<file path="config.mk">
export PLATFORM = sky130hd
export DESIGN_NAME = unix_seconds_to_calendar_time
export DESIGN_NICKNAME = d
export VERILOG_FILES = /design/src/hdl/ucal_pkg.sv /design/src/hdl/ucal_epoch.sv /design/src/hdl/ucal_tod.sv /design/src/hdl/ucal_date.sv /design/src/hdl/unix_seconds_to_calendar_time.sv
export SDC_FILE = /design/constraint.sdc
export NUM_CORES = 2
export LEC_CHECK = 0
export BUFFER_PORTS_ARGS = -buffer_cell sky130_fd_sc_hd__buf_2
export CAP_MARGIN = 30
export CORE_AREA = 4 4 344 346
export DETAILED_ROUTE_END_ITERATION = 6
export DIE_AREA = 0 0 348 350
export GPL_ROUTABILITY_DRIVEN = 0
export PLACE_DENSITY = 0.71
export SYNTH_ARGS = -nofsm -noshare
export SYNTH_HDL_FRONTEND = slang
export SYNTH_HIERARCHICAL = 1
export SYNTH_SLANG_ARGS = --single-unit
</file>
<file path="constraint.sdc">
create_clock -name clk -period 10.8 [get_ports clk]
set_clock_uncertainty 0.05 [all_clocks]
set_input_delay 2.16 -clock clk [delete_from_list [all_inputs] [get_ports clk]]
set_output_delay 2.16 -clock clk [all_outputs]
set_load 0.01 [all_outputs]
</file>
<file path="src/hdl/ucal_pkg.sv">
// ----------------------------------------------------------------------------
// ucal_pkg: shared types and constants for the Unix time to calendar converter
// Word layouts, epoch and cycle lengths, reciprocals for the constant dividers.
// ----------------------------------------------------------------------------
package ucal_pkg;

  localparam int unsigned SECS_W   = 38;
  localparam int unsigned NSEC_W   = 30;
  localparam int unsigned OFFSET_W = 12;
  localparam int unsigned T_W      = 39;
  localparam int unsigned DAY_W    = 22;
  localparam int unsigned SOD_W    = 17;
  localparam int unsigned YEAR_W   = 14;
  localparam int unsigned MS_W     = 10;

  typedef struct packed {
    logic [SECS_W-1:0] unix_seconds;
    logic [NSEC_W-1:0] nanoseconds;
  } item_t;

  typedef struct packed {
    logic [YEAR_W-1:0] year;
    logic [3:0]        month;
    logic [4:0]        day_of_month;
    logic [4:0]        hour;
    logic [5:0]        minute;
    logic [5:0]        second;
    logic [MS_W-1:0]   millisecond;
  } result_t;

  typedef struct packed {
    logic [DAY_W-1:0] days;
    logic [SOD_W-1:0] sod;
    logic [MS_W-1:0]  ms;
  } split_t;

  typedef struct packed {
    logic [4:0]      hour;
    logic [5:0]      minute;
    logic [5:0]      second;
    logic [MS_W-1:0] ms;
  } tod_t;

  typedef struct packed {
    logic [YEAR_W-1:0] year;
    logic [3:0]        month;
    logic [4:0]        day_of_month;
  } date_t;

  localparam logic [T_W-1:0] EPOCH_SECS = 39'd62135596800;

  localparam int unsigned SECS_PER_DAY  = 86400;
  localparam int unsigned DAY_HI_DIV    = SECS_PER_DAY >> 7;   // 675
  localparam int unsigned HOUR_HI_DIV   = 3600 >> 4;           // 225
  localparam int unsigned MIN_HI_DIV    = 60 >> 2;             // 15
  localparam int unsigned MS_DIV        = 1000000 >> 6;        // 15625
  localparam int unsigned MS_MAX        = 999;
  localparam int unsigned DAYS_400Y     = 365 * 400 + 97;
  localparam int unsigned DAYS_100Y     = 365 * 100 + 24;
  localparam int unsigned DAYS_4Y       = 365 * 4 + 1;
  localparam int unsigned DAYS_1Y       = 365;
  localparam int unsigned FEB29_DOY     = 59;
  localparam int unsigned LAST_4Y_INDEX = 24;

  // floor(2^32 / divisor): estimate is exact or one low for 32-bit dividends
  localparam logic [31:0] RCP_DAY_HI  = 32'((64'd1 << 32) / 64'(DAY_HI_DIV));
  localparam logic [31:0] RCP_HOUR_HI = 32'((64'd1 << 32) / 64'(HOUR_HI_DIV));
  localparam logic [31:0] RCP_MIN_HI  = 32'((64'd1 << 32) / 64'(MIN_HI_DIV));
  localparam logic [31:0] RCP_MS      = 32'((64'd1 << 32) / 64'(MS_DIV));
  localparam logic [31:0] RCP_400Y    = 32'((64'd1 << 32) / 64'(DAYS_400Y));
  localparam logic [31:0] RCP_4Y      = 32'((64'd1 << 32) / 64'(DAYS_4Y));

  localparam logic [8:0] MONTH_START [0:12] = '{
    9'd0, 9'd31, 9'd59, 9'd90, 9'd120, 9'd151, 9'd181,
    9'd212, 9'd243, 9'd273, 9'd304, 9'd334, 9'd365
  };

  localparam int unsigned DATE_STAGES = 7;
  localparam int unsigned TOD_STAGES  = 4;
  localparam int unsigned TOD_PAD     = DATE_STAGES - TOD_STAGES;

endpackage

</file>
<file path="src/hdl/ucal_epoch.sv">
// ----------------------------------------------------------------------------
// ucal_epoch: zone offset, epoch shift and split into days and second of day
// Three stages; also derives the millisecond field from the nanoseconds.
// ----------------------------------------------------------------------------
module ucal_epoch (
  input  logic                                  clk,
  input  logic                                  rst,
  input  logic                                  valid,
  input  ucal_pkg::item_t                       item,
  input  logic signed [ucal_pkg::OFFSET_W-1:0]  offset,
  output logic                                  split_valid,
  output ucal_pkg::split_t                      split
);
  import ucal_pkg::*;

  logic signed [17:0] off60;
  logic [T_W-1:0]     t_next;

  logic               s1_valid;
  logic [T_W-1:0]     s1_t;
  logic [23:0]        s1_msx;

  logic [63:0]        pd;
  logic [63:0]        pm;
  logic               s2_valid;
  logic [T_W-1:0]     s2_t;
  logic [23:0]        s2_msx;
  logic [22:0]        s2_qd;
  logic [10:0]        s2_qm;

  logic [10:0]        rd;
  logic               dhit;
  logic [10:0]        rd_fix;
  logic [14:0]        rm;
  logic               mhit;
  logic [10:0]        msq;
  split_t             split_next;

  assign off60  = 18'(offset) * 18'sd60;
  assign t_next = 39'(item.unix_seconds) + EPOCH_SECS - 39'(off60);

  always_ff @(posedge clk) begin
    if (rst) begin
      s1_valid <= 1'b0;
    end else begin
      s1_valid <= valid;
    end
    s1_t   <= t_next;
    s1_msx <= item.nanoseconds[NSEC_W-1:6];
  end

  assign pd = 64'(s1_t[T_W-1:7]) * 64'(RCP_DAY_HI);
  assign pm = 64'(s1_msx) * 64'(RCP_MS);

  always_ff @(posedge clk) begin
    if (rst) begin
      s2_valid <= 1'b0;
    end else begin
      s2_valid <= s1_valid;
    end
    s2_t   <= s1_t;
    s2_msx <= s1_msx;
    s2_qd  <= pd[54:32];
    s2_qm  <= pm[42:32];
  end

  always_comb begin
    rd     = 11'(s2_t[T_W-1:7] - 32'(s2_qd) * 32'(DAY_HI_DIV));
    dhit   = rd >= 11'(DAY_HI_DIV);
    rd_fix = dhit ? rd - 11'(DAY_HI_DIV) : rd;
    rm     = 15'(s2_msx - 24'(s2_qm) * 24'(MS_DIV));
    mhit   = rm >= 15'(MS_DIV);
    msq    = s2_qm + 11'(mhit);
    split_next.days = DAY_W'(s2_qd + 23'(dhit));
    split_next.sod  = {rd_fix[9:0], s2_t[6:0]};
    split_next.ms   = (msq > 11'(MS_MAX)) ? MS_W'(MS_MAX) : msq[MS_W-1:0];
  end

  always_ff @(posedge clk) begin
    if (rst) begin
      split_valid <= 1'b0;
    end else begin
      split_valid <= s2_valid;
    end
    split <= split_next;
  end

endmodule

</file>
<file path="src/hdl/ucal_tod.sv">
// ----------------------------------------------------------------------------
// ucal_tod: hour, minute and second from the second of day
// Four compute stages, then a delay line to line up with the date path.
// ----------------------------------------------------------------------------
module ucal_tod (
  input  logic             clk,
  input  ucal_pkg::split_t split,
  output ucal_pkg::tod_t   tod
);
  import ucal_pkg::*;

  logic [63:0]      ph;
  logic [SOD_W-1:0] t1_sod;
  logic [4:0]       t1_qh;
  logic [MS_W-1:0]  t1_ms;

  logic [8:0]       rh;
  logic             hhit;
  logic [8:0]       rh_fix;
  logic [4:0]       t2_hour;
  logic [11:0]      t2_rem;
  logic [MS_W-1:0]  t2_ms;

  logic [63:0]      pmin;
  logic [4:0]       t3_hour;
  logic [11:0]      t3_rem;
  logic [5:0]       t3_qm;
  logic [MS_W-1:0]  t3_ms;

  logic [4:0]       rmin;
  logic             mhit;
  logic [4:0]       rmin_fix;
  tod_t             t4_next;
  tod_t             pad [TOD_PAD+1];

  assign ph = 64'(split.sod[SOD_W-1:4]) * 64'(RCP_HOUR_HI);

  always_ff @(posedge clk) begin
    t1_sod <= split.sod;
    t1_qh  <= ph[36:32];
    t1_ms  <= split.ms;
  end

  always_comb begin
    rh     = 9'(t1_sod[SOD_W-1:4] - 13'(t1_qh) * 13'(HOUR_HI_DIV));
    hhit   = rh >= 9'(HOUR_HI_DIV);
    rh_fix = hhit ? rh - 9'(HOUR_HI_DIV) : rh;
  end

  always_ff @(posedge clk) begin
    t2_hour <= t1_qh + 5'(hhit);
    t2_rem  <= {rh_fix[7:0], t1_sod[3:0]};
    t2_ms   <= t1_ms;
  end

  assign pmin = 64'(t2_rem[11:2]) * 64'(RCP_MIN_HI);

  always_ff @(posedge clk) begin
    t3_hour <= t2_hour;
    t3_rem  <= t2_rem;
    t3_qm   <= pmin[37:32];
    t3_ms   <= t2_ms;
  end

  always_comb begin
    rmin     = 5'(t3_rem[11:2] - 10'(t3_qm) * 10'(MIN_HI_DIV));
    mhit     = rmin >= 5'(MIN_HI_DIV);
    rmin_fix = mhit ? rmin - 5'(MIN_HI_DIV) : rmin;
    t4_next.hour   = t3_hour;
    t4_next.minute = t3_qm + 6'(mhit);
    t4_next.second = {rmin_fix[3:0], t3_rem[1:0]};
    t4_next.ms     = t3_ms;
  end

  always_ff @(posedge clk) begin
    pad[0] <= t4_next;
    for (int i = 1; i <= TOD_PAD; i++) begin
      pad[i] <= pad[i-1];
    end
  end

  assign tod = pad[TOD_PAD];

endmodule

</file>
<file path="src/hdl/ucal_date.sv">
// ----------------------------------------------------------------------------
// ucal_date: day count to Gregorian year, month and day of month
// Seven stages: 400-, 100-, 4- and 1-year cycles, then the month lookup.
// ----------------------------------------------------------------------------
module ucal_date (
  input  logic                        clk,
  input  logic                        rst,
  input  logic                        valid,
  input  logic [ucal_pkg::DAY_W-1:0]  days,
  output logic                        date_valid,
  output ucal_pkg::date_t             date
);
  import ucal_pkg::*;

  logic [DATE_STAGES-1:0] vpipe;

  logic [63:0]       p1;
  logic [DAY_W-1:0]  d1_days;
  logic [4:0]        d1_q;

  logic [18:0]       r1;
  logic              hit1;
  logic [18:0]       r1_fix;
  logic [4:0]        d2_n1;
  logic [17:0]       d2_c400;

  logic [1:0]        n2;
  logic [4:0]        d3_n1;
  logic [1:0]        d3_n2;
  logic [15:0]       d3_c100;

  logic [63:0]       p3;
  logic [4:0]        d4_n1;
  logic [1:0]        d4_n2;
  logic [15:0]       d4_c100;
  logic [4:0]        d4_q3;

  logic [11:0]       r3;
  logic              hit3;
  logic [11:0]       r3_fix;
  logic [4:0]        d5_n1;
  logic [1:0]        d5_n2;
  logic [4:0]        d5_n3;
  logic [10:0]       d5_c4;

  logic [1:0]        n4;
  logic [YEAR_W-1:0] d6_year;
  logic [8:0]        d6_doy;
  logic              d6_leap;

  logic [8:0]        doy_adj;
  logic [3:0]        mcount;
  logic [8:0]        mbegin;
  date_t             date_next;

  always_ff @(posedge clk) begin
    if (rst) begin
      vpipe <= '0;
    end else begin
      vpipe <= {vpipe[DATE_STAGES-2:0], valid};
    end
  end

  assign date_valid = vpipe[DATE_STAGES-1];

  // 400-year cycles
  assign p1 = 64'(days) * 64'(RCP_400Y);

  always_ff @(posedge clk) begin
    d1_days <= days;
    d1_q    <= p1[36:32];
  end

  always_comb begin
    r1     = 19'(d1_days - 22'(d1_q) * 22'(DAYS_400Y));
    hit1   = r1 >= 19'(DAYS_400Y);
    r1_fix = hit1 ? r1 - 19'(DAYS_400Y) : r1;
  end

  always_ff @(posedge clk) begin
    d2_n1   <= d1_q + 5'(hit1);
    d2_c400 <= r1_fix[17:0];
  end

  // 100-year cycles; the last day of a 400-year cycle stays in the fourth
  always_comb begin
    if (d2_c400 >= 18'(3 * DAYS_100Y)) begin
      n2 = 2'd3;
    end else if (d2_c400 >= 18'(2 * DAYS_100Y)) begin
      n2 = 2'd2;
    end else if (d2_c400 >= 18'(DAYS_100Y)) begin
      n2 = 2'd1;
    end else begin
      n2 = 2'd0;
    end
  end

  always_ff @(posedge clk) begin
    d3_n1   <= d2_n1;
    d3_n2   <= n2;
    d3_c100 <= 16'(d2_c400 - 18'(n2) * 18'(DAYS_100Y));
  end

  // 4-year cycles
  assign p3 = 64'(d3_c100) * 64'(RCP_4Y);

  always_ff @(posedge clk) begin
    d4_n1   <= d3_n1;
    d4_n2   <= d3_n2;
    d4_c100 <= d3_c100;
    d4_q3   <= p3[36:32];
  end

  always_comb begin
    r3     = 12'(d4_c100 - 16'(d4_q3) * 16'(DAYS_4Y));
    hit3   = r3 >= 12'(DAYS_4Y);
    r3_fix = hit3 ? r3 - 12'(DAYS_4Y) : r3;
  end

  always_ff @(posedge clk) begin
    d5_n1 <= d4_n1;
    d5_n2 <= d4_n2;
    d5_n3 <= d4_q3 + 5'(hit3);
    d5_c4 <= r3_fix[10:0];
  end

  // single years; the leap day of a 4-year cycle stays in the fourth
  always_comb begin
    if (d5_c4 >= 11'(3 * DAYS_1Y)) begin
      n4 = 2'd3;
    end else if (d5_c4 >= 11'(2 * DAYS_1Y)) begin
      n4 = 2'd2;
    end else if (d5_c4 >= 11'(DAYS_1Y)) begin
      n4 = 2'd1;
    end else begin
      n4 = 2'd0;
    end
  end

  always_ff @(posedge clk) begin
    d6_doy  <= 9'(d5_c4 - 11'(n4) * 11'(DAYS_1Y));
    d6_year <= YEAR_W'(d5_n1) * YEAR_W'(400) + YEAR_W'(d5_n2) * YEAR_W'(100)
             + YEAR_W'(d5_n3) * YEAR_W'(4) + YEAR_W'(n4) + YEAR_W'(1);
    // divisible by 4 when n4 is 3, by 100 when also last 4-year block,
    // by 400 when also last century
    d6_leap <= (n4 == 2'd3) && ((d5_n3 != 5'(LAST_4Y_INDEX)) || (d5_n2 == 2'd3));
  end

  // month lookup
  always_comb begin
    doy_adj = (d6_leap && d6_doy > 9'(FEB29_DOY)) ? d6_doy - 9'd1 : d6_doy;
    mcount  = '0;
    for (int k = 1; k <= 12; k++) begin
      if (doy_adj >= MONTH_START[k]) begin
        mcount = mcount + 4'd1;
      end
    end
    mbegin = MONTH_START[mcount];
    date_next.year = d6_year;
    if (d6_leap && d6_doy == 9'(FEB29_DOY)) begin
      date_next.month        = 4'd2;
      date_next.day_of_month = 5'd29;
    end else begin
      date_next.month        = mcount + 4'd1;
      date_next.day_of_month = 5'(doy_adj - mbegin + 9'd1);
    end
  end

  always_ff @(posedge clk) begin
    date <= date_next;
  end

endmodule

</file>
<file path="src/hdl/unix_seconds_to_calendar_time.sv">
// ----------------------------------------------------------------------------
// unix_seconds_to_calendar_time: Unix time to local Gregorian date and time
// Applies the zone offset, then splits into year, month, day, hour, minute,
// second and millisecond through a pipeline of constant dividers.
// ----------------------------------------------------------------------------
// One word is taken on every clock cycle in which start is high; busy is only
// high during reset. Each result appears on result with done high for one
// cycle, in order, after passing three stages for the epoch shift and day
// split, then seven for the 400/100/4/1-year cycles and the month lookup,
// each reciprocal multiply followed by its own correction stage. The
// receiver must take every result as it appears. Write offset_minutes
// through cfg_* only while no word is in flight.
module unix_seconds_to_calendar_time (
  input  logic                                  clk,
  input  logic                                  rst,
  input  logic                                  start,
  output logic                                  busy,
  input  ucal_pkg::item_t                       item,
  output logic                                  done,
  output ucal_pkg::result_t                     result,
  input  logic                                  cfg_valid,
  output logic                                  cfg_ready,
  input  logic signed [ucal_pkg::OFFSET_W-1:0]  cfg_data
);
  import ucal_pkg::*;

  logic signed [OFFSET_W-1:0] offset_minutes;
  logic                       accept;
  logic                       split_valid;
  split_t                     split;
  tod_t                       tod;
  date_t                      date;

  assign busy      = rst;
  assign cfg_ready = ~rst;
  assign accept    = start & ~busy;

  always_ff @(posedge clk) begin
    if (rst) begin
      offset_minutes <= '0;
    end else if (cfg_valid && cfg_ready) begin
      offset_minutes <= cfg_data;
    end
  end

  ucal_epoch u_epoch (
    .clk         (clk),
    .rst         (rst),
    .valid       (accept),
    .item        (item),
    .offset      (offset_minutes),
    .split_valid (split_valid),
    .split       (split)
  );

  ucal_tod u_tod (
    .clk   (clk),
    .split (split),
    .tod   (tod)
  );

  ucal_date u_date (
    .clk        (clk),
    .rst        (rst),
    .valid      (split_valid),
    .days       (split.days),
    .date_valid (done),
    .date       (date)
  );

  always_comb begin
    result.year         = date.year;
    result.month        = date.month;
    result.day_of_month = date.day_of_month;
    result.hour         = tod.hour;
    result.minute       = tod.minute;
    result.second       = tod.second;
    result.millisecond  = tod.ms;
  end

endmodule

</file>
==> impl_results.md <==
- Status: finished, final reports clean
- Vias: between 30000 and 40000
- CTS Buf Count: 60
- Fin nets: around 8300
- Area Growth Syn to Fin: 7.80%
- Worst Tran Pin Value: roughly 0.98 ns
- Synth area leaders: ha_1, fa_1, dfxtp_1, inv_1, xnor2_1
- Total gr overflow: 0
- Reg-to-Reg End: u_date/date[4]$_SDFF_PP1_
- Synth Cell Area: 60600 um2
- First-pass GRT wire length: approximately 200000 um
- Hold path start: u_epoch/split[6]$_SDFF_PN1_
- Post-synth EDFFs: 0
- # DRC: 0
- Vias in the first global route: roughly 41000
- Sequential share of the synthesized area: 0.183
- Die Y: 350 um
- CTS tree: yes
- Post-DP HPWL: ~96000 um
- WHS Endpoint: u_tod/t1_ms[6]$_DFF_P_
- Crit path time final: 10.03 ns
- Max stage delay on crit path: roughly 0.48 ns
- Starting DRC count in detailed routing: about 1400
- Top-area cell type share of the netlist area: 0.267
- Hold path cells: 0
- Fmax achieved: 99.7 MHz
- Post-synthesis cell count: 6009
- Avg Cell Area, Syn: about 10 um2
- Io pins: between 100 and 150
- Max_cap viols: 0
- Tightest Hold Check Type: register to register
- Post-DRT Antenna Nets: 0
- Length in cells of the worst reg-to-reg path: 48
- First-pass DRT Iterations: 5
- Vias per cell: slightly above 5
- Synth Net Count: 8152
- FP Rows: 125
- Critical path's most frequent cell: ha_1
- Die Width: 348 um
- Worst-path clk slew: roughly 0.060 ns
- Max Slew Vio Count: 0
- Final Hold Vio Count: 0
- Setup slack, reg-to-reg: between 0.7 and 0.8 ns
- # H-tree levels: 2
- Crit Path Class: register to register
- Total GRT Usage: 0.193
- CTS max path bufs: 3
- Crit end category: register
- I/O Buffers: 130
- Cell taking the most area after synthesis: ha_1
- # hold bufs at CTS: 0
- Share of layout cells above drive strength 1: 0.0566
- Critical Path RT: roughly 11 ns
- CTS Sinks: 555
- Worst slew margin: 0.329
- Final setup viols: 0
- Root buf cell: clkbuf_16
- Critical path fanouts, max: 12
- Seq cells post-synth: 555
- Initial antenna violation count: 2
- Crit-path slowest cell: nor4b_4
- Crit path launch type: register
- Post-DR wirelength/cell: 14.5 um
- Crit path DAT: ~11 ns
- Yosys warns: 6
- Largest net degree at the start of global routing: 26
- Clk Latency, worst-skew pair: approximately 0.67 ns
- Core Area: 115000 um2
- Die area: 122000 um2
- Routed Wire Length: about 110000 um
- Initial Util: 0.525
- Library cells used by synthesis: roughly 110
- Post-Route Utilization: 0.566
- Synth Flop Type: dfxtp_1
- Post-synth ARST share: 0
- Crit share post-route: 0.929
- R2R Path Start: u_date/d6_doy[2]$_DFF_P_
per-stage QoR:
step                      hold WS, ns  setup slack, ns  instance area, um2  TNS (ns)  cells
after global routing            0.230          -0.0392               65300   -0.0392   7766
after floorplan                 0.260            0.967               60600         0   6009
final                           0.238            0.770               65300         0   7767
after detailed placement        0.262          -0.0390               63000   -0.0390   7641
after CTS                       0.226           0.0494               65100         0   7758
after global placement          0.260            0.334               63000         0   7640
repair_timing:
item	CTS	global route
setup endpoints to repair	1	4
setup buffers	4	8
endpoints found under the hold margin	0	0
pin swaps	2	10
gates resized for setup	1	27
final cells by class:
class / count / area, um2
fillers: 9971 / 50100
multi-input cells: 3882 / 43600
flip-flops and latches: 555 / 11100
inverters: 1543 / 5790
well taps: 1524 / 1910
clock buffers: 70 / 1590
repair buffers: 149 / 791
clock inverters: 43 / 488
diodes: 1 / 2.50
cells by family after synthesis:
| group | Yosys count | synth area share |
|---|---|---|
| flops | 555 | 0.183 |
| compound gates | 738 | 0.0827 |
| mux | 29 | 0.00504 |
| simple gates | 717 | 0.0601 |
| fa+ha+maj | 2059 | 0.520 |
| buf+inv | 1572 | 0.0983 |
| xor+xnor | 339 | 0.0501 |
how the worst max path moves through the flow:
stage / start / to / slack, ns / cells past startpoint
after floorplan: u_date/d6_doy[0]$_DFF_P_ / u_date/date[4]$_SDFF_PP1_ / 0.97 / 54
after global placement: u_date/d6_doy[0]$_DFF_P_ / u_date/date[4]$_SDFF_PP1_ / 0.33 / 52
after detailed placement: u_date/d6_doy[0]$_DFF_P_ / u_date/date[4]$_SDFF_PP1_ / -0.04 / 52
after CTS: u_date/d6_doy[0]$_DFF_P_ / u_date/date[4]$_SDFF_PP1_ / 0.05 / 52
after global routing: u_date/d6_doy[0]$_DFF_P_ / u_date/date[4]$_SDFF_PP1_ / -0.04 / 52
final: u_date/d6_doy[2]$_DFF_P_ / u_date/date[4]$_SDFF_PP1_ / 0.77 / 48
worst max-delay path, delay by kind of cell (launching register included):
| family | cells | cell delay, ns |
|---|---|---|
| and+or+nand+nor | 8 | 1.63 |
| DFF | 1 | 0.45 |
| adders and majority gates | 10 | 2.80 |
| AOI/OAI and AO/OA | 16 | 2.82 |
| xor gates and xnor gates | 7 | 1.48 |
| muxes | 3 | 0.45 |
| buffers and inverters | 4 | 0.24 |
cell usage after synthesis, types with 13 or more instances:
cell,n
a211o_1,13
a211oi_1,28
a21boi_0,18
a21o_1,107
a21oi_1,190
a31oi_1,24
and2_1,17
and3_1,24
clkbuf_1,14
dfxtp_1,555
fa_1,766
ha_1,1293
inv_1,1543
mux2i_1,22
nand2_1,164
nand2b_1,32
nand3_1,71
nand3b_1,13
nand4_1,34
nor2_1,168
nor2b_1,46
nor3_1,55
nor4_1,17
o211ai_1,20
o21a_1,35
o21ai_0,131
o21bai_1,28
o31ai_1,17
or2_2,24
or3_1,13
xnor2_1,220
xor2_1,114
sequential cells by signal, summed over array words and instances, names as in the netlist, 13 cells and up:
signal,cells
u_epoch/s1_t,39
u_epoch/s2_msx,15
u_tod/t1_sod,13
u_date/date,23
u_date/d2_c400,18
u_date/d3_c100,16
u_epoch/s2_t,18
u_epoch/split,49
u_epoch/s1_msx,24
u_tod/pad,108
u_date/d1_days,19
u_date/d6_year,14
u_epoch/s2_qd,22
metal layers:
layer / GRT usage / vias up / routed length [um]
met1: 0.256 / 18900 / 51300
li1: - / 19700 / -
met3: 0.0237 / 176 / 4050
met2: 0.339 / 585 / 54900
met4: 0.0441 / 0 / 2370
met5: 0 / - / 0
cells in the final DEF (no fill, tap or decap), types with 20 or more instances in the layout:
cell type | netlist | layout
inv_1 | 1543 | 1543
ha_1 | 1293 | 1291
fa_1 | 766 | 766
dfxtp_1 | 555 | 551
xnor2_1 | 220 | 220
a21oi_1 | 190 | 189
nor2_1 | 168 | 168
nand2_1 | 164 | 164
buf_2 | 6 | 131
o21ai_0 | 131 | 129
xor2_1 | 114 | 114
a21o_1 | 107 | 107
nand3_1 | 71 | 68
clkbuf_16 | 0 | 60
nor3_1 | 55 | 55
nor2b_1 | 46 | 46
o21a_1 | 35 | 35
nand4_1 | 34 | 34
nand2b_1 | 32 | 32
o21bai_1 | 28 | 28
a211oi_1 | 28 | 27
and3_1 | 24 | 24
a31oi_1 | 24 | 24
or2_2 | 24 | 24
mux2i_1 | 22 | 22
o211ai_1 | 20 | 20
Power is left out: the tool's default activity adds up to more than one toggle a clock period on the data nets, which glitch-free logic cannot reach.
